===== src/rtl/fdk_pkg.sv =====
`timescale 1ns / 1ps
// ----------------------------------------------------------------------------
// fdk_pkg: shared types and codes for the keyed queue
// Command and status codes, and the control bundle that drives the cells.
// ----------------------------------------------------------------------------
package fdk_pkg;

    typedef enum logic [1:0] {
        CMD_ENQUEUE = 2'd0,
        CMD_REMOVE  = 2'd1,
        CMD_DEQUEUE = 2'd2
    } cmd_t;

    localparam logic [1:0] STAT_OK        = 2'd0;
    localparam logic [1:0] STAT_NOT_FOUND = 2'd1;
    localparam logic [1:0] STAT_EMPTY     = 2'd2;
    localparam logic [1:0] STAT_FULL      = 2'd3;

    // Per-cell control: shift takes the right neighbor's key, load takes the
    // broadcast key. Load wins over shift.
    typedef struct packed {
        logic shift;
        logic load;
    } cell_ctl_t;

endpackage


===== src/rtl/fdk_cell.sv =====
`timescale 1ns / 1ps
// ----------------------------------------------------------------------------
// fdk_cell: one storage cell of the key chain
// Holds one key and either keeps it, takes its right neighbor's key or loads
// the broadcast key.
// ----------------------------------------------------------------------------
module fdk_cell #(
    parameter int KEY_BITS = 32
) (
    input  logic                  aclk,
    input  fdk_pkg::cell_ctl_t    ctl,
    input  logic [KEY_BITS-1:0]   right_key,
    input  logic [KEY_BITS-1:0]   load_key,
    output logic [KEY_BITS-1:0]   key
);

    logic [KEY_BITS-1:0] key_reg;
    logic [KEY_BITS-1:0] key_next;

    always_comb begin
        key_next = key_reg;
        if (ctl.load) begin
            key_next = load_key;
        end else if (ctl.shift) begin
            key_next = right_key;
        end
    end

    always_ff @(posedge aclk) begin
        key_reg <= key_next;
    end

    assign key = key_reg;

endmodule


===== src/rtl/fdk_ctrl.sv =====
`timescale 1ns / 1ps
// ----------------------------------------------------------------------------
// fdk_ctrl: command sequencer and result register for the keyed queue
// Decodes commands, keeps the fill count, runs the rotation scan for removes
// and holds the result until it is taken.
// ----------------------------------------------------------------------------
module fdk_ctrl #(
    parameter int DEPTH    = 16,
    parameter int KEY_BITS = 32,
    parameter int CW       = $clog2(DEPTH + 1),
    parameter int IW       = $clog2(DEPTH)
) (
    input  logic                  aclk,
    input  logic                  aresetn,
    input  logic                  s_valid,
    output logic                  s_ready,
    input  logic [1:0]            s_cmd,
    input  logic [KEY_BITS-1:0]   s_key,
    output logic                  m_valid,
    input  logic                  m_ready,
    output logic [KEY_BITS-1:0]   m_out_key,
    output logic [1:0]            m_status,
    output logic [CW-1:0]         m_occupancy,
    input  logic [KEY_BITS-1:0]   head_key,
    output fdk_pkg::cell_ctl_t    ctl,
    output logic [IW-1:0]         load_idx,
    output logic [KEY_BITS-1:0]   load_key
);

    typedef enum logic [1:0] {
        S_IDLE = 2'b01,
        S_SCAN = 2'b10
    } state_t;

    state_t              state_reg, state_next;
    logic [CW-1:0]       fill_reg, fill_next;
    logic [CW-1:0]       rem_reg, rem_next;
    logic                found_reg, found_next;
    logic [KEY_BITS-1:0] key_reg, key_next;
    logic                m_valid_reg, m_valid_next;
    logic [KEY_BITS-1:0] out_key_reg, out_key_next;
    logic [1:0]          status_reg, status_next;
    logic [CW-1:0]       occ_reg, occ_next;

    logic                accept;
    logic                out_load;
    logic                drop;
    logic [CW-1:0]       fill_m1;

    assign s_ready = (state_reg == S_IDLE) && (!m_valid_reg || m_ready);
    assign accept  = s_valid && s_ready;
    assign fill_m1 = fill_reg - 1'b1;
    assign drop    = !found_reg && (head_key == key_reg);

    always_comb begin
        state_next   = state_reg;
        fill_next    = fill_reg;
        rem_next     = rem_reg;
        found_next   = found_reg;
        key_next     = key_reg;
        out_load     = 1'b0;
        out_key_next = '0;
        status_next  = fdk_pkg::STAT_OK;
        ctl          = '0;
        load_idx     = '0;
        load_key     = s_key;

        unique case (state_reg)
            S_IDLE: begin
                if (accept) begin
                    unique case (fdk_pkg::cmd_t'(s_cmd))
                        fdk_pkg::CMD_ENQUEUE: begin
                            out_load = 1'b1;
                            if (fill_reg == CW'(DEPTH)) begin
                                status_next = fdk_pkg::STAT_FULL;
                            end else begin
                                ctl.load  = 1'b1;
                                load_idx  = fill_reg[IW-1:0];
                                fill_next = fill_reg + 1'b1;
                            end
                        end
                        fdk_pkg::CMD_REMOVE: begin
                            if (fill_reg == '0) begin
                                out_load    = 1'b1;
                                status_next = fdk_pkg::STAT_NOT_FOUND;
                            end else begin
                                key_next   = s_key;
                                found_next = 1'b0;
                                rem_next   = fill_reg;
                                state_next = S_SCAN;
                            end
                        end
                        fdk_pkg::CMD_DEQUEUE: begin
                            out_load = 1'b1;
                            if (fill_reg == '0) begin
                                status_next = fdk_pkg::STAT_EMPTY;
                            end else begin
                                out_key_next = head_key;
                                ctl.shift    = 1'b1;
                                fill_next    = fill_m1;
                            end
                        end
                        default: begin
                            out_load = 1'b1;
                        end
                    endcase
                end
            end
            S_SCAN: begin
                // The head leaves cell 0 each cycle; every key but the first
                // match is written back behind the live entries.
                ctl.shift = 1'b1;
                load_key  = head_key;
                if (drop) begin
                    found_next = 1'b1;
                    fill_next  = fill_m1;
                end else begin
                    ctl.load = 1'b1;
                    load_idx = fill_m1[IW-1:0];
                end
                rem_next = rem_reg - 1'b1;
                if (rem_reg == CW'(1)) begin
                    out_load    = 1'b1;
                    status_next = (found_reg || drop) ? fdk_pkg::STAT_OK
                                                      : fdk_pkg::STAT_NOT_FOUND;
                    state_next  = S_IDLE;
                end
            end
            default: begin
                state_next = S_IDLE;
            end
        endcase

        occ_next = fill_next;

        m_valid_next = m_valid_reg;
        if (m_valid_reg && m_ready) begin
            m_valid_next = 1'b0;
        end
        if (out_load) begin
            m_valid_next = 1'b1;
        end
    end

    always_ff @(posedge aclk) begin
        if (!aresetn) begin
            state_reg   <= S_IDLE;
            fill_reg    <= '0;
            m_valid_reg <= 1'b0;
            found_reg   <= 1'b0;
            rem_reg     <= '0;
        end else begin
            state_reg   <= state_next;
            fill_reg    <= fill_next;
            m_valid_reg <= m_valid_next;
            found_reg   <= found_next;
            rem_reg     <= rem_next;
        end
    end

    always_ff @(posedge aclk) begin
        key_reg <= key_next;
        if (out_load) begin
            out_key_reg <= out_key_next;
            status_reg  <= status_next;
            occ_reg     <= occ_next;
        end
    end

    assign m_valid     = m_valid_reg;
    assign m_out_key   = out_key_reg;
    assign m_status    = status_reg;
    assign m_occupancy = occ_reg;

endmodule


===== src/rtl/fifo_with_delete_by_key.sv =====
`timescale 1ns / 1ps
// ----------------------------------------------------------------------------
// fifo_with_delete_by_key: ordered key queue with remove-by-key
// A chain of key cells, oldest at cell 0, driven by a small sequencer that
// appends, pops the head, or deletes the oldest matching key.
// ----------------------------------------------------------------------------
//
//   Channel   Ports                                     Direction
//   -------   ---------------------------------------   ---------
//   request   s_valid s_ready s_cmd s_key               in
//   result    m_valid m_ready m_out_key m_status        out
//             m_occupancy
//
// Enqueue, dequeue, the unused code and a remove on an empty queue finish in
// the cycle the request is taken, with the result registered at the end of that cycle.
// A remove on a queue holding N keys rotates all N keys through cell 0, where
// one comparator looks at each in turn, and all but the first match are
// written back at the tail, so the order of the rest is kept.
// A request is taken only while no remove is scanning and the result register
// is empty or being emptied in the same cycle. A stalled result holds the
// sequencer. Reset clears the fill count and the handshake state; the cells
// hold no reset and are only read below the fill count.
//
module fifo_with_delete_by_key #(
    parameter int DEPTH    = 16,
    parameter int KEY_BITS = 32
) (
    input  logic                         aclk,
    input  logic                         aresetn,
    input  logic                         s_valid,
    output logic                         s_ready,
    input  logic [1:0]                   s_cmd,
    input  logic [KEY_BITS-1:0]          s_key,
    output logic                         m_valid,
    input  logic                         m_ready,
    output logic [KEY_BITS-1:0]          m_out_key,
    output logic [1:0]                   m_status,
    output logic [$clog2(DEPTH+1)-1:0]   m_occupancy
);

    localparam int CW = $clog2(DEPTH + 1);
    localparam int IW = $clog2(DEPTH);

    fdk_pkg::cell_ctl_t  ctl;
    logic [IW-1:0]       load_idx;
    logic [KEY_BITS-1:0] load_key;
    logic [KEY_BITS-1:0] cell_key [DEPTH];

    fdk_ctrl #(
        .DEPTH    (DEPTH),
        .KEY_BITS (KEY_BITS),
        .CW       (CW),
        .IW       (IW)
    ) u_ctrl (
        .aclk        (aclk),
        .aresetn     (aresetn),
        .s_valid     (s_valid),
        .s_ready     (s_ready),
        .s_cmd       (s_cmd),
        .s_key       (s_key),
        .m_valid     (m_valid),
        .m_ready     (m_ready),
        .m_out_key   (m_out_key),
        .m_status    (m_status),
        .m_occupancy (m_occupancy),
        .head_key    (cell_key[0]),
        .ctl         (ctl),
        .load_idx    (load_idx),
        .load_key    (load_key)
    );

    // Every cell shifts together; only the addressed cell loads. The last
    // cell feeds back its own key, since nothing lies to its right.
    for (genvar i = 0; i < DEPTH; i++) begin : g_cell
        fdk_pkg::cell_ctl_t  c;
        logic [KEY_BITS-1:0] right;

        assign c.shift = ctl.shift;
        assign c.load  = ctl.load && (load_idx == IW'(i));

        if (i == DEPTH - 1) begin : g_last
            assign right = cell_key[i];
        end else begin : g_mid
            assign right = cell_key[i+1];
        end

        fdk_cell #(
            .KEY_BITS (KEY_BITS)
        ) u_cell (
            .aclk      (aclk),
            .ctl       (c),
            .right_key (right),
            .load_key  (load_key),
            .key       (cell_key[i])
        );
    end

endmodule


===== config.mk =====
export PLATFORM = sky130hd
export DESIGN_NAME = fifo_with_delete_by_key
export DESIGN_NICKNAME = d
export VERILOG_FILES = /design/src/rtl/fdk_pkg.sv /design/src/rtl/fdk_cell.sv /design/src/rtl/fdk_ctrl.sv /design/src/rtl/fifo_with_delete_by_key.sv
export SDC_FILE = /design/constraint.sdc
export NUM_CORES = 1
export LEC_CHECK = 0
export BUFFER_PORTS_ARGS = -buffer_cell sky130_fd_sc_hd__buf_2
export CAP_MARGIN = 15
export CELL_PAD_IN_SITES_DETAIL_PLACEMENT = 1
export CELL_PAD_IN_SITES_GLOBAL_PLACEMENT = 2
export CORE_AREA = 10 10 243 245
export CTS_BUF_LIST = sky130_fd_sc_hd__clkbuf_8
export CTS_CLUSTER_DIAMETER = 200
export DETAILED_ROUTE_END_ITERATION = 7
export DIE_AREA = 0 0 253 255
export PLACE_DENSITY_LB_ADDON = 0.1
export SYNTH_ARGS = -nofsm -noshare
export SYNTH_HDL_FRONTEND = slang
export SYNTH_SLANG_ARGS = --single-unit

===== constraint.sdc =====
create_clock -name aclk -period 7.2 [get_ports aclk]
set_input_delay 1.8 -clock aclk [delete_from_list [all_inputs] [get_ports aclk]]
set_output_delay 1.8 -clock aclk [all_outputs]
set_load 0.05 [all_outputs]

==> flow_summary.html, run 1 <==
<table>
<tr><th>Metric</th><th>Value</th></tr>
<tr><th colspan="2">Global routing</th></tr>
<tr><td>Number of antenna violations at the first check in global routing</td><td>1</td></tr>
<tr><td>Global-route wire length before repair</td><td>90.9 mm</td></tr>
<tr><td>Maximum number of pins on one net before global-route repair</td><td>34</td></tr>
<tr><td>Remaining global-route overflow</td><td>0</td></tr>
<tr><td>Via count of the first global-routing pass</td><td>around 15,000</td></tr>
<tr><td>GR Util All Layers</td><td>0.184</td></tr>
<tr><th colspan="2">Setup path</th></tr>
<tr><td>Number of buffer and inverter instances along the worst setup path</td><td>2</td></tr>
<tr><td>Worst path most repeated cell</td><td>buf_4</td></tr>
<tr><td>Delay-heaviest family, CP</td><td>simple AND/OR/NAND/NOR gates</td></tr>
<tr><td>Delay contributed by the slowest stage of the critical path</td><td>680 ps</td></tr>
<tr><td>Critical Path RT</td><td>7560 ps</td></tr>
<tr><td>Critical Path Slowest Stage Cell</td><td>nor4_2</td></tr>
<tr><td>Cells traversed along the worst timing path</td><td>xnor2_1, nand4_1, nor4_2, nand3_2, ha_1, a22oi_2, nor2b_1, a21bo_2, or4_2, buf_4, nand2_1, buf_4</td></tr>
<tr><td>Crit end category</td><td>flop</td></tr>
<tr><td>Start of the worst register-to-register path</td><td>g_cell[0].u_cell.key[28]</td></tr>
<tr><td>Path depth of the worst reg2reg path</td><td>12</td></tr>
<tr><td>Crit. path cell count</td><td>12</td></tr>
<tr><td>Register-to-register setup slack</td><td>1470 ps</td></tr>
<tr><td>Critical path capture point</td><td>g_cell[8].u_cell.key[14]</td></tr>
<tr><td>Crit path max fanout</td><td>33</td></tr>
<tr><td>Critical setup path kind</td><td>flop to flop</td></tr>
<tr><td>Data arrival time of the worst path</td><td>6090 ps</td></tr>
<tr><td>Type of origin of the critical path</td><td>flop</td></tr>
<tr><td>Endpoint of the worst register-to-register path</td><td>g_cell[8].u_cell.key[14]</td></tr>
<tr><td>Source of the critical timing path</td><td>g_cell[0].u_cell.key[28]</td></tr>
<tr><th colspan="2">Pwr</th></tr>
<tr><td>Power per cell area</td><td>245 nW/um^2</td></tr>
<tr><td>Worst ir drop on vdd</td><td>~130 uV</td></tr>
<tr><td>Leak Pwr</td><td>10.0 nW</td></tr>
<tr><td>Total power of the final layout</td><td>0.00713 W</td></tr>
<tr><td>Switching part of the total</td><td>0.244</td></tr>
<tr><td>Switching component of the power</td><td>0.00174 W</td></tr>
<tr><td>Combinational power share</td><td>0.070</td></tr>
<tr><td>Int Power</td><td>roughly 0.0054 W</td></tr>
<tr><td>Portion of total power attributed to the clock network</td><td>0.375</td></tr>
<tr><td>Share of power burned in registers</td><td>0.556</td></tr>
<tr><th colspan="2">Final layout</th></tr>
<tr><td>Final #Nets</td><td>1,658</td></tr>
<tr><td>Layout cells sized above 1</td><td>0.457</td></tr>
<tr><td>Fraction of the core area covered by cells at the end of the flow</td><td>0.535</td></tr>
<tr><td>Area added between synthesis and finish</td><td>10.7%</td></tr>
<tr><td>Area of all placed cells without fillers</td><td>29,100 sq um</td></tr>
<tr><td>Number of flip-flops under the largest register name</td><td>512</td></tr>
<tr><th colspan="2">Synth</th></tr>
<tr><td>Xor and xnor area share after synthesis</td><td>0.0123</td></tr>
<tr><td>Leading area contributor after synthesis</td><td>edfxtp_1</td></tr>
<tr><td>Top cells by area, synth</td><td>edfxtp_1 67%, mux2_2 19%, mux2_4 3.3%, xnor2_1 1.2%, dfxtp_1 1.1%</td></tr>
<tr><td>Yosys warning count</td><td>0</td></tr>
<tr><td>Sequential cell area fraction in the yosys report</td><td>0.676</td></tr>
<tr><td>Area fraction in compound gates after synthesis</td><td>0.0200</td></tr>
<tr><td>Dominant combinational cell family by area after synthesis</td><td>multiplexers</td></tr>
<tr><td>Post-synthesis share of cell area spent on full adders, half adders and majority gates</td><td>0.00380</td></tr>
<tr><td>Area share of the largest cell type after synthesis</td><td>0.665</td></tr>
<tr><td>Area fraction in and, or, nand and nor cells after synthesis</td><td>0.0375</td></tr>
<tr><td>Number of synthesized flops with an enable pin</td><td>583</td></tr>
<tr><td>Share of flip-flops with an asynchronous set or reset</td><td>0</td></tr>
<tr><td>Share of synthesized area spent on multiplexers</td><td>0.229</td></tr>
<tr><td>Cells after synthesis</td><td>1,511</td></tr>
<tr><td>Post-synthesis cell area</td><td>approximately 26,000 sq um</td></tr>
<tr><td>Mean area per synthesized cell</td><td>17.4 sq um</td></tr>
<tr><td>Most frequent cell after synthesis</td><td>edfxtp_1</td></tr>
<tr><td>Distinct cell type count of the synthesized netlist</td><td>between 60 and 70</td></tr>
<tr><td>Most used DFF post-synth</td><td>edfxtp_1</td></tr>
<tr><td>Number of nets produced by synthesis</td><td>1,557</td></tr>
<tr><td>Most common library cells after synthesis</td><td>583 x edfxtp_1, 454 x mux2_2, 58 x mux2_4</td></tr>
<tr><td>Flops &amp; latches, synth</td><td>597</td></tr>
<tr><th colspan="2">Hold path</th></tr>
<tr><td>Min-Delay Path Class</td><td>flop to flop</td></tr>
<tr><th colspan="2">Drt</th></tr>
<tr><td>DR DRC count</td><td>0</td></tr>
<tr><td>Total vias in the final route</td><td>about 13,000</td></tr>
<tr><td>Average detailed-routed wire length per instance</td><td>24.2 um</td></tr>
<tr><td>Post-DRT Antenna Nets</td><td>0</td></tr>
<tr><td>Via density per instance</td><td>5.58</td></tr>
<tr><td>First drt pass iteration count</td><td>5</td></tr>
<tr><td>Post-detailed-routing wire length</td><td>58.1 mm</td></tr>
<tr><td>Violation count after the first detailed-routing iteration</td><td>between 800 and 900</td></tr>
<tr><th colspan="2">Timing</th></tr>
<tr><td>Max Clk Rate</td><td>around 0.17 GHz</td></tr>
<tr><td>Unrepaired setup endpoints after global routing</td><td>no</td></tr>
<tr><td>Total negative setup slack</td><td>0 ps</td></tr>
<tr><td>Count of final max-slew check failures</td><td>0</td></tr>
<tr><td>Setup Viol. Count Final</td><td>0</td></tr>
<tr><td>Clock period minus worst slack</td><td>5730 ps</td></tr>
<tr><td>Total count of hold-check failures in the final report</td><td>0</td></tr>
<tr><td>Slew at the pin closest to its max-slew limit</td><td>1060 ps</td></tr>
<tr><td>Worst Skew</td><td>21.0 ps</td></tr>
<tr><td>Period utilization</td><td>0.796</td></tr>
<tr><td>Slew margin rel.</td><td>0.288</td></tr>
<tr><th colspan="2">Clocking</th></tr>
<tr><td>Total CTS buffers</td><td>100</td></tr>
<tr><td>Max clock buf depth</td><td>3</td></tr>
<tr><td>Sink Count</td><td>597</td></tr>
<tr><td>Clock insertion delay at the later pin of the skew report</td><td>roughly 700 ps</td></tr>
<tr><td>H-tree depth reported by CTS</td><td>3</td></tr>
<tr><td>Number of resized instances in the post-cts repair step</td><td>0</td></tr>
<tr><td>Clock transition at the registers of the reported paths</td><td>60 ps</td></tr>
<tr><td>Cell at the root of the clock tree</td><td>clkbuf_8</td></tr>
<tr><td>CTS hold repair buffers</td><td>0</td></tr>
<tr><td>Buffer count from post-CTS setup fixing</td><td>0</td></tr>
<tr><td>CTS tree</td><td>done</td></tr>
<tr><th colspan="2">Placed design</th></tr>
<tr><td>Port Buffers</td><td>78</td></tr>
<tr><td>Placed cell areas</td><td>approximately 27,000 sq um</td></tr>
<tr><td>RD Place Congestion</td><td>roughly 0.79</td></tr>
<tr><td>Half-perimeter wire length of the detailed placement result</td><td>37.1 mm</td></tr>
<tr><th colspan="2">Floorplanning</th></tr>
<tr><td>Placeable core region</td><td>54,400 sq um</td></tr>
<tr><td>Effective utilization at floorplan</td><td>0.483</td></tr>
<tr><td>Die area</td><td>between 60,000 and 70,000 sq um</td></tr>
<tr><td>Number of core rows</td><td>86</td></tr>
<tr><td>Die Span X</td><td>about 250 um</td></tr>
<tr><td>Ports</td><td>a little under 80</td></tr>
<tr><td>Die Ht</td><td>around 260 um</td></tr>
<tr><th colspan="2">Job</th></tr>
<tr><td>Max Cap Violations</td><td>0</td></tr>
<tr><th colspan="2">Status</th></tr>
<tr><td>Outcome</td><td>finished, final reports clean</td></tr>
</table>
-- logic make-up (layout without fill, tap and decap cells) --
kind of cell             count (synthesis)  count (layout)
XOR/XNOR                                37              37
AO/OA/AOI/OAI                           73              73
flip-flops                             597             597
multiplexers                           516             516
other                                    0               1
buffers and inverters                  123             305
AND/OR/NAND/NOR                        157             157
adder cells (fa/ha/maj)                  8               8
-- worst min path at each step --
| stage | from | cells after the start | endpoint |
|---|---|---|---|
| finish | g_cell[2].u_cell.key[16] | 1 | g_cell[1].u_cell.key[16] |
| global route | g_cell[5].u_cell.key[4] | 1 | g_cell[4].u_cell.key[4] |
| CTS | g_cell[2].u_cell.key[16] | 1 | g_cell[1].u_cell.key[16] |
| detailed placement | u_ctrl.rem_reg[1] | 2 | u_ctrl.rem_reg[1] |
| global placement | u_ctrl.state_reg[0] | 2 | u_ctrl.state_reg[0] |
| floorplan | u_ctrl.rem_reg[1] | 2 | u_ctrl.rem_reg[1] |
-- layer usage --
metal | wire (um) | track usage | vias up
li1 | - | - | 6060
met1 | 27000 | 0.247 | 6985
met2 | 27600 | 0.297 | 221
met3 | 1980 | 0.0351 | 103
met4 | 1520 | 0.0630 | 0
met5 | 0 | 0 | -
-- cells in the final DEF (no fill, tap or decap), types with 5 or more instances in the layout --
master,instances
nand2b_2,7
mux2_4,58
clkbuf_8,104
inv_1,57
o21ai_0,11
buf_4,28
nand4_1,10
edfxtp_1,583
clkinv_2,9
nor2_1,18
mux2_2,454
a21oi_1,15
dfxtp_1,14
nand2b_1,5
ha_1,7
a22oi_1,6
nor3_1,5
nand2_1,29
and2_1,39
buf_2,78
xnor2_1,35
clkinv_1,26
-- worst reg2reg max path: cells and delay by family (launching register included) --
kind	cells	cell delay (ps)
compound gates	2	630
buf+inv	2	680
xor+xnor	1	520
simple gates	6	2810
fa+ha+maj	1	350
flops	1	410
-- metrics by stage --
step	hold WS (ps)	instances	worst slack [ps]
after floorplan	489	1511	562
after global placement	513	2214	1520
after detailed placement	530	2214	1410
after CTS	532	2397	1370
after global routing	556	2398	1170
final	539	2398	1470
-- power groups by stage --
stage | Clock, W | Combinational, W | Sequential, W
after floorplan | 0 | 0.000240 | 0.00412
after global placement | 0 | 0.000495 | 0.00403
after detailed placement | 0 | 0.000501 | 0.00404
after CTS | 0.00277 | 0.000504 | 0.00397
after global routing | 0.00293 | 0.000536 | 0.00397
final | 0.00267 | 0.000496 | 0.00396
-- layout make-up --
cell class	count	area, sq um
flip-flops and latches	597	17800
well taps	704	881
diodes	1	2.50
clock buffers	104	1430
inverters	16	60.1
multi-input cells	791	8040
repair buffers	106	601
clock inverters	79	329
fillers	4977	25300
Note: power is estimated with default switching activity, not from simulation.
==> inputs of run 2 (changes only) <==
==> constraint.sdc (replaced) <==
create_clock -name aclk -period 5.35 [get_ports aclk]
set_input_delay 1.3375 -clock aclk [delete_from_list [all_inputs] [get_ports aclk]]
set_output_delay 1.3375 -clock aclk [all_outputs]
set_load 0.05 [all_outputs]
==> flow_summary.html, run 2 (same netlist as run 1, synthesis figures left out) <==
<table>
<tr><th>Metric</th><th>Value</th></tr>
<tr><th colspan="2">Final layout</th></tr>
<tr><td>Leading cell type in the layout, fill and taps excluded</td><td>edfxtp_1</td></tr>
<tr><td>Number of fill cells in the layout</td><td>5,013 (+0.72%)</td></tr>
<tr><td>Final #Nets</td><td>1,672 (+0.84%)</td></tr>
<tr><td>Layout cells sized above 1</td><td>0.463 (+0.00667)</td></tr>
<tr><td>Area added between synthesis and finish</td><td>11.2%</td></tr>
<tr><td>Number of flip-flops under the largest register name</td><td>512 (unchanged)</td></tr>
<tr><td>Leading cell types in the layout, fill and taps excluded</td><td>583 x edfxtp_1, 454 x mux2_2, 104 x clkbuf_8</td></tr>
<tr><th colspan="2">Clocking</th></tr>
<tr><td>H-tree depth reported by CTS</td><td>3 (unchanged)</td></tr>
<tr><td>CTS tree</td><td>done</td></tr>
<tr><td>Clock transition at the registers of the reported paths</td><td>60 ps (about the same)</td></tr>
<tr><td>Number of resized instances in the post-cts repair step</td><td>0 (unchanged)</td></tr>
<tr><td>CTS hold repair buffers</td><td>0 (unchanged)</td></tr>
<tr><td>Sink Count</td><td>597 (unchanged)</td></tr>
<tr><td>Buffer count from post-CTS setup fixing</td><td>0 (unchanged)</td></tr>
<tr><td>Cell at the root of the clock tree</td><td>clkbuf_8</td></tr>
<tr><td>Total CTS buffers</td><td>101 (+1.0%)</td></tr>
<tr><td>Max clock buf depth</td><td>3 (unchanged)</td></tr>
<tr><td>Clock insertion delay at the later pin of the skew report</td><td>690 ps (about the same)</td></tr>
<tr><th colspan="2">Timing</th></tr>
<tr><td>Clock period minus worst slack</td><td>4820 ps (-912 ps)</td></tr>
<tr><td>Period utilization</td><td>0.900 (+0.105)</td></tr>
<tr><td>Total count of hold-check failures in the final report</td><td>0 (unchanged)</td></tr>
<tr><td>Unrepaired setup endpoints after global routing</td><td>no</td></tr>
<tr><td>Slew margin rel.</td><td>0.316 (+0.0273)</td></tr>
<tr><td>Hold_ws</td><td>539 ps (-0.311 ps)</td></tr>
<tr><td>Max Clk Rate</td><td>0.208 GHz (+19%)</td></tr>
<tr><td>Setup Viol. Count Final</td><td>0 (unchanged)</td></tr>
<tr><td>Worst Skew</td><td>22.3 ps (+1.36 ps)</td></tr>
<tr><td>Count of final max-slew check failures</td><td>0 (unchanged)</td></tr>
<tr><td>Total negative setup slack</td><td>0 ps (unchanged)</td></tr>
<tr><td>Slew at the pin closest to its max-slew limit</td><td>1020 ps (-40.2 ps)</td></tr>
<tr><th colspan="2">Floorplanning</th></tr>
<tr><td>Placeable core region</td><td>54,400 sq um (unchanged)</td></tr>
<tr><td>Die Span X</td><td>253 um (unchanged)</td></tr>
<tr><td>Effective utilization at floorplan</td><td>0.483 (unchanged)</td></tr>
<tr><td>Number of core rows</td><td>86 (unchanged)</td></tr>
<tr><td>Die area</td><td>64,500 sq um (unchanged)</td></tr>
<tr><td>Die Ht</td><td>255 um (unchanged)</td></tr>
<tr><td>Ports</td><td>79 (unchanged)</td></tr>
<tr><th colspan="2">Setup path</th></tr>
<tr><td>Path depth of the worst reg2reg path</td><td>12 (unchanged)</td></tr>
<tr><td>Data arrival time of the worst path</td><td>5240 ps (-850 ps)</td></tr>
<tr><td>Crit path max fanout</td><td>32 (-3.0%)</td></tr>
<tr><td>Critical setup path kind</td><td>flop to flop</td></tr>
<tr><td>Endpoint of the worst register-to-register path</td><td>g_cell[8].u_cell.key[14]</td></tr>
<tr><td>Start of the worst register-to-register path</td><td>g_cell[0].u_cell.key[28]</td></tr>
<tr><td>Critical Path RT</td><td>5770 ps (-1790 ps)</td></tr>
<tr><td>Crit end category</td><td>flop</td></tr>
<tr><td>Type of origin of the critical path</td><td>flop</td></tr>
<tr><td>Register-to-register setup slack</td><td>530 ps (-940 ps)</td></tr>
<tr><th colspan="2">Drt</th></tr>
<tr><td>First drt pass iteration count</td><td>5 (unchanged)</td></tr>
<tr><td>Post-DRT Antenna Nets</td><td>0 (unchanged)</td></tr>
<tr><td>Violation count after the first detailed-routing iteration</td><td>565 (-30%)</td></tr>
<tr><td>Post-detailed-routing wire length</td><td>56.0 mm (-3.7%)</td></tr>
<tr><td>Via density per instance</td><td>5.46 (-2.0%)</td></tr>
<tr><td>DR DRC count</td><td>0 (unchanged)</td></tr>
<tr><td>Average detailed-routed wire length per instance</td><td>23.3 um (-4.0%)</td></tr>
<tr><td>Total vias in the final route</td><td>13,100 (-1.7%)</td></tr>
<tr><th colspan="2">Status</th></tr>
<tr><td>Outcome</td><td>finished, final reports clean</td></tr>
<tr><th colspan="2">Global routing</th></tr>
<tr><td>Global-route wire length before repair</td><td>88.2 mm (-3.0%)</td></tr>
<tr><td>GR Util All Layers</td><td>0.178 (-0.00638)</td></tr>
<tr><td>Number of antenna violations at the first check in global routing</td><td>1 (unchanged)</td></tr>
<tr><td>Maximum number of pins on one net before global-route repair</td><td>49 (+44%)</td></tr>
<tr><td>Via count of the first global-routing pass</td><td>14,500 (-0.59%)</td></tr>
<tr><td>Remaining global-route overflow</td><td>0 (unchanged)</td></tr>
<tr><th colspan="2">Pwr</th></tr>
<tr><td>Power per cell area</td><td>328 nW/um^2 (+34%)</td></tr>
<tr><td>Worst ir drop on vdd</td><td>195 uV (+46%)</td></tr>
<tr><td>Leak Pwr</td><td>10.1 nW (+0.39%)</td></tr>
<tr><th colspan="2">Placed design</th></tr>
<tr><td>Half-perimeter wire length of the detailed placement result</td><td>37.8 mm (+2.0%)</td></tr>
<tr><td>Port Buffers</td><td>78 (unchanged)</td></tr>
<tr><td>RD Place Congestion</td><td>0.776 (-1.2%)</td></tr>
<tr><th colspan="2">Hold path</th></tr>
<tr><td>Min-Delay Path Class</td><td>flop to flop</td></tr>
<tr><td>Cell depth of the worst min-delay path</td><td>1 (unchanged)</td></tr>
<tr><td>Hold endpoint</td><td>g_cell[14].u_cell.key[4]</td></tr>
<tr><td>Startpoint of the worst hold path</td><td>g_cell[15].u_cell.key[4]</td></tr>
<tr><th colspan="2">Job</th></tr>
<tr><td>Max Cap Violations</td><td>0 (unchanged)</td></tr>
</table>
-- run 2: area by class of cell --
type,instances,area [sq um],share of cell area
multi-input cells,791,8050,0.275
repair buffers,119,736,0.0251
clock buffers,104,1430,0.0489
diodes,1,2.50,0.0000855
clock inverters,74,332,0.0113
inverters,16,60.1,0.00205
well taps,704,881,0.0301
flip-flops and latches,597,17800,0.607
-- run 2: how the worst max path moves through the flow --
stage	endpoint	slack [ps]	depth (start not counted)	from
final	g_cell[8].u_cell.key[14]	530	12	g_cell[0].u_cell.key[28]
after global placement	g_cell[8].u_cell.key[10]	510	11	g_cell[0].u_cell.key[28]
after global routing	g_cell[8].u_cell.key[2]	250	11	g_cell[0].u_cell.key[28]
after CTS	g_cell[8].u_cell.key[14]	420	11	g_cell[0].u_cell.key[28]
after floorplan	g_cell[15].u_cell.key[0]	780	6	m_ready
after detailed placement	g_cell[8].u_cell.key[8]	460	11	g_cell[0].u_cell.key[28]
-- run 2: per-stage QoR --
step / power [W] / area, sq um / std cells / setup WS, ps / utilization
5_1_grt: 0.0100 / 29300 / 2406 / 250 / 0.538
4_1_cts: 0.00977 / 29300 / 2404 / 424 / 0.538
3_5_place_dp: 0.00610 / 27500 / 2226 / 464 / 0.505
3_3_place_gp: 0.00609 / 27500 / 2226 / 512 / 0.505
6_report: 0.00962 / 29300 / 2406 / 533 / 0.538
2_1_floorplan: 0.00587 / 26300 / 1511 / 778 / -
-- run 2: metal layers --
| layer | track usage | wire length [um] | vias up |
|---|---|---|---|
| met2 | 0.299 | 27800 | 212 |
| met4 | 0.0535 | 1000 | 0 |
| met5 | 0 | 0 | - |
| met1 | 0.233 | 25100 | 6778 |
| li1 | - | - | 6088 |
| met3 | 0.0303 | 2120 | 69 |
-- run 2: power by group --
part / total (W) / internal (W) / switching [W]
sequential: 0.00534 / 0.00528 / 0.0000584
clock: 0.00362 / 0.00184 / 0.00178
combinational: 0.000661 / 0.000192 / 0.000469
total: 0.00962 / 0.00731 / 0.00231
-- run 2: critical path, cell delays in order, from the launching register on --
cell and delay [ps]:
edfxtp_1 450, xnor2_1 530, nand4_1 310, nor4_2 460, nand3_2 110, buf_4 220, ha_1 200, a22oi_2 340
nor2b_1 280, a21bo_2 280, or4_2 630, buf_4 340, mux2_4 360
==> inputs of run 3 (changes only) <==
--- a/config.mk
+++ b/config.mk
@@ -9,11 +9,11 @@
 export CAP_MARGIN = 15
 export CELL_PAD_IN_SITES_DETAIL_PLACEMENT = 1
 export CELL_PAD_IN_SITES_GLOBAL_PLACEMENT = 2
-export CORE_AREA = 10 10 243 245
+export CORE_AREA = 10 10 223 267
 export CTS_BUF_LIST = sky130_fd_sc_hd__clkbuf_8
 export CTS_CLUSTER_DIAMETER = 200
 export DETAILED_ROUTE_END_ITERATION = 7
-export DIE_AREA = 0 0 253 255
+export DIE_AREA = 0 0 233 277
 export PLACE_DENSITY_LB_ADDON = 0.1
 export SYNTH_ARGS = -nofsm -noshare
 export SYNTH_HDL_FRONTEND = slang
==> flow_summary.html, run 3 (same netlist as run 1, synthesis figures left out) <==
<table>
<tr><th>Metric</th><th>Value</th></tr>
<tr><th colspan="2">Status</th></tr>
<tr><td>Outcome</td><td>finished, final reports clean</td></tr>
<tr><th colspan="2">Floorplanning</th></tr>
<tr><td>Number of core rows</td><td>94 (+9.3%)</td></tr>
<tr><td>Ports</td><td>79 (unchanged)</td></tr>
<tr><td>Effective utilization at floorplan</td><td>0.484 (+0.000980)</td></tr>
<tr><td>Die area</td><td>64,500 sq um (about the same)</td></tr>
<tr><td>Placeable core region</td><td>54,300 sq um (-0.20%)</td></tr>
<tr><td>Die Ht</td><td>277 um (+8.6%)</td></tr>
<tr><td>Die Span X</td><td>233 um (-7.9%)</td></tr>
<tr><th colspan="2">Pwr</th></tr>
<tr><td>Int Power</td><td>0.00724 W (-0.91%)</td></tr>
<tr><td>Leak Pwr</td><td>10.1 nW (-0.20%)</td></tr>
<tr><td>Switching component of the power</td><td>0.00235 W (+1.6%)</td></tr>
<tr><td>Combinational power share</td><td>0.070 (about the same)</td></tr>
<tr><td>Power per cell area</td><td>328 nW/um^2 (-0.27%)</td></tr>
<tr><td>Worst ir drop on vdd</td><td>197 uV (+0.98%)</td></tr>
<tr><td>Switching part of the total</td><td>0.245 (+0.00456)</td></tr>
<tr><td>Share of power burned in registers</td><td>0.557 (+0.002)</td></tr>
<tr><td>Portion of total power attributed to the clock network</td><td>0.374 (-0.002)</td></tr>
<tr><th colspan="2">Timing</th></tr>
<tr><td>Period utilization</td><td>0.909 (+0.00819)</td></tr>
<tr><td>Total negative setup slack</td><td>0 ps (unchanged)</td></tr>
<tr><td>Worst Skew</td><td>47.1 ps (+24.7 ps)</td></tr>
<tr><td>Slew at the pin closest to its max-slew limit</td><td>926 ps (-94.6 ps)</td></tr>
<tr><td>Total count of hold-check failures in the final report</td><td>0 (unchanged)</td></tr>
<tr><td>Unrepaired setup endpoints after global routing</td><td>no</td></tr>
<tr><td>Max Clk Rate</td><td>0.206 GHz (-0.90%)</td></tr>
<tr><td>Setup Viol. Count Final</td><td>0 (unchanged)</td></tr>
<tr><td>Clock period minus worst slack</td><td>4860 ps (+43.8 ps)</td></tr>
<tr><td>Count of final max-slew check failures</td><td>0 (unchanged)</td></tr>
<tr><td>Slew margin rel.</td><td>0.383 (+0.0673)</td></tr>
<tr><th colspan="2">Global routing</th></tr>
<tr><td>Maximum number of pins on one net before global-route repair</td><td>41 (-16%)</td></tr>
<tr><td>GR Util All Layers</td><td>0.177 (-0.000323)</td></tr>
<tr><td>Global-route wire length before repair</td><td>88.3 mm (+0.16%)</td></tr>
<tr><td>Via count of the first global-routing pass</td><td>14,600 (+0.26%)</td></tr>
<tr><td>Number of antenna violations at the first check in global routing</td><td>1 (unchanged)</td></tr>
<tr><td>Remaining global-route overflow</td><td>0 (unchanged)</td></tr>
<tr><th colspan="2">Setup path</th></tr>
<tr><td>Number of buffer and inverter instances along the worst setup path</td><td>1 (-1)</td></tr>
<tr><td>Crit end category</td><td>flop</td></tr>
<tr><td>Type of origin of the critical path</td><td>flop</td></tr>
<tr><td>Register-to-register setup slack</td><td>490 ps (-40 ps)</td></tr>
<tr><td>Delay contributed by the slowest stage of the critical path</td><td>590 ps (-40 ps)</td></tr>
<tr><td>Critical setup path kind</td><td>flop to flop</td></tr>
<tr><td>Critical Path Slowest Stage Cell</td><td>nor4_2</td></tr>
<tr><td>Cells traversed along the worst timing path</td><td>xnor2_1, nand4_1, nor4_2, nand3_2, buf_4, ha_1, a22oi_2, nor2b_1, a21bo_2, or4_2, nand2_2</td></tr>
<tr><td>Delay-heaviest family, CP</td><td>simple AND/OR/NAND/NOR gates</td></tr>
<tr><td>Data arrival time of the worst path</td><td>5170 ps (-70 ps)</td></tr>
<tr><td>Crit path max fanout</td><td>32 (unchanged)</td></tr>
<tr><td>Critical Path RT</td><td>5660 ps (-110 ps)</td></tr>
<tr><th colspan="2">Final layout</th></tr>
<tr><td>Number of fill cells in the layout</td><td>5,069 (+1.1%)</td></tr>
<tr><td>Area added between synthesis and finish</td><td>11.2% (about the same)</td></tr>
<tr><td>Sequential cell area</td><td>17,800 sq um (unchanged)</td></tr>
<tr><td>Final #Nets</td><td>1,664 (-0.48%)</td></tr>
<tr><td>Leading cell type in the layout, fill and taps excluded</td><td>edfxtp_1</td></tr>
<tr><td>Footprint of the multi-input gates</td><td>8050 sq um (about the same)</td></tr>
<tr><td>Layout cells sized above 1</td><td>0.460 (-0.00299)</td></tr>
<tr><td>Leading cell types in the layout, fill and taps excluded</td><td>583 x edfxtp_1, 454 x mux2_2, 98 x clkbuf_8</td></tr>
<tr><td>Count of non-filler cells in the finished layout</td><td>2,422 (+0.67%)</td></tr>
<tr><td>Number of flip-flops under the largest register name</td><td>512 (unchanged)</td></tr>
<tr><th colspan="2">Placed design</th></tr>
<tr><td>Port Buffers</td><td>78 (unchanged)</td></tr>
<tr><td>Half-perimeter wire length of the detailed placement result</td><td>38.1 mm (+0.58%)</td></tr>
<tr><td>Number of placed instances with taps included</td><td>2,239 (+0.58%)</td></tr>
<tr><td>RD Place Congestion</td><td>0.816 (+5.1%)</td></tr>
<tr><th colspan="2">Drt</th></tr>
<tr><td>First drt pass iteration count</td><td>5 (unchanged)</td></tr>
<tr><td>Post-detailed-routing wire length</td><td>56.5 mm (+1.0%)</td></tr>
<tr><td>DR DRC count</td><td>0 (unchanged)</td></tr>
<tr><td>Violation count after the first detailed-routing iteration</td><td>678 (+20%)</td></tr>
<tr><td>Via density per instance</td><td>5.50 (+0.65%)</td></tr>
<tr><td>Post-DRT Antenna Nets</td><td>0 (unchanged)</td></tr>
<tr><td>Average detailed-routed wire length per instance</td><td>23.3 um (+0.33%)</td></tr>
<tr><td>Total vias in the final route</td><td>13,300 (+1.3%)</td></tr>
<tr><th colspan="2">Hold path</th></tr>
<tr><td>Min-Delay Path Class</td><td>flop to flop</td></tr>
<tr><th colspan="2">Job</th></tr>
<tr><td>Max Cap Violations</td><td>0 (unchanged)</td></tr>
<tr><th colspan="2">Clocking</th></tr>
<tr><td>Cell at the root of the clock tree</td><td>clkbuf_8</td></tr>
<tr><td>H-tree depth reported by CTS</td><td>3 (unchanged)</td></tr>
<tr><td>Clock transition at the registers of the reported paths</td><td>60 ps (about the same)</td></tr>
<tr><td>CTS hold repair buffers</td><td>0 (unchanged)</td></tr>
<tr><td>Total CTS buffers</td><td>96 (-5.0%)</td></tr>
<tr><td>Clock insertion delay at the later pin of the skew report</td><td>710 ps (+20 ps)</td></tr>
<tr><td>CTS tree</td><td>done</td></tr>
<tr><td>Sink Count</td><td>597 (unchanged)</td></tr>
<tr><td>Max clock buf depth</td><td>3 (unchanged)</td></tr>
<tr><td>Buffer count from post-CTS setup fixing</td><td>0 (unchanged)</td></tr>
<tr><td>Number of resized instances in the post-cts repair step</td><td>0 (unchanged)</td></tr>
</table>
==> run 3: routing by layer <==
metal	track usage	vias up	share of wire	routed length (um)
li1	-	6085	-	-
met5	0	-	0	0
met4	0.0682	0	0.027	1540
met3	0.0295	85	0.033	1850
met1	0.219	6951	0.43	24200
met2	0.305	199	0.51	28900
==> run 3: cell type report <==
cell class	count	area share
flip-flops and latches	597	0.608
clock inverters	81	0.0133
well taps	720	0.0308
repair buffers	116	0.0248
inverters	16	0.00205
diodes	3	0.000257
multi-input cells	791	0.275
clock buffers	98	0.0461
==> run 3: power by group through the flow <==
stage / clock, W / sequential, W / combinational (W)
CTS: 0.00372 / 0.00534 / 0.000675
finish: 0.00358 / 0.00534 / 0.000668
global placement: 0 / 0.00543 / 0.000661
floorplan: 0 / 0.00555 / 0.000324
global route: 0.00391 / 0.00535 / 0.000723
detailed placement: 0 / 0.00543 / 0.000671
==> run 3: worst register-to-register path: stages, from the launching register on <==
cell	delay (ps)
edfxtp_1	420
xnor2_1	550
nand4_1	230
nor4_2	590
nand3_2	120
buf_4	220
ha_1	220
a22oi_2	370
nor2b_1	260
a21bo_2	300
or4_2	590
nand2_2	590
==> run 3: final timing paths <==
kind / cells past startpoint / startpoint / to
hold / removal: 1 / g_cell[4].u_cell.key[24] / g_cell[3].u_cell.key[24]
setup reg to reg: 11 / g_cell[0].u_cell.key[28] / g_cell[8].u_cell.key[8]
setup / recovery: 11 / g_cell[0].u_cell.key[28] / g_cell[8].u_cell.key[8]
hold reg to reg: 1 / g_cell[4].u_cell.key[24] / g_cell[3].u_cell.key[24]
==> run 3: through the flow <==
step	setup slack [ps]	util	instance area (sq um)	power (W)	hold WS [ps]
6_report	489	0.539	29300	0.00959	519
5_1_grt	322	0.539	29300	0.00998	527
4_1_cts	434	0.538	29200	0.00974	515
3_5_place_dp	497	0.506	27500	0.00611	532
3_3_place_gp	555	0.506	27500	0.00609	514
2_1_floorplan	778	-	26300	0.00587	489
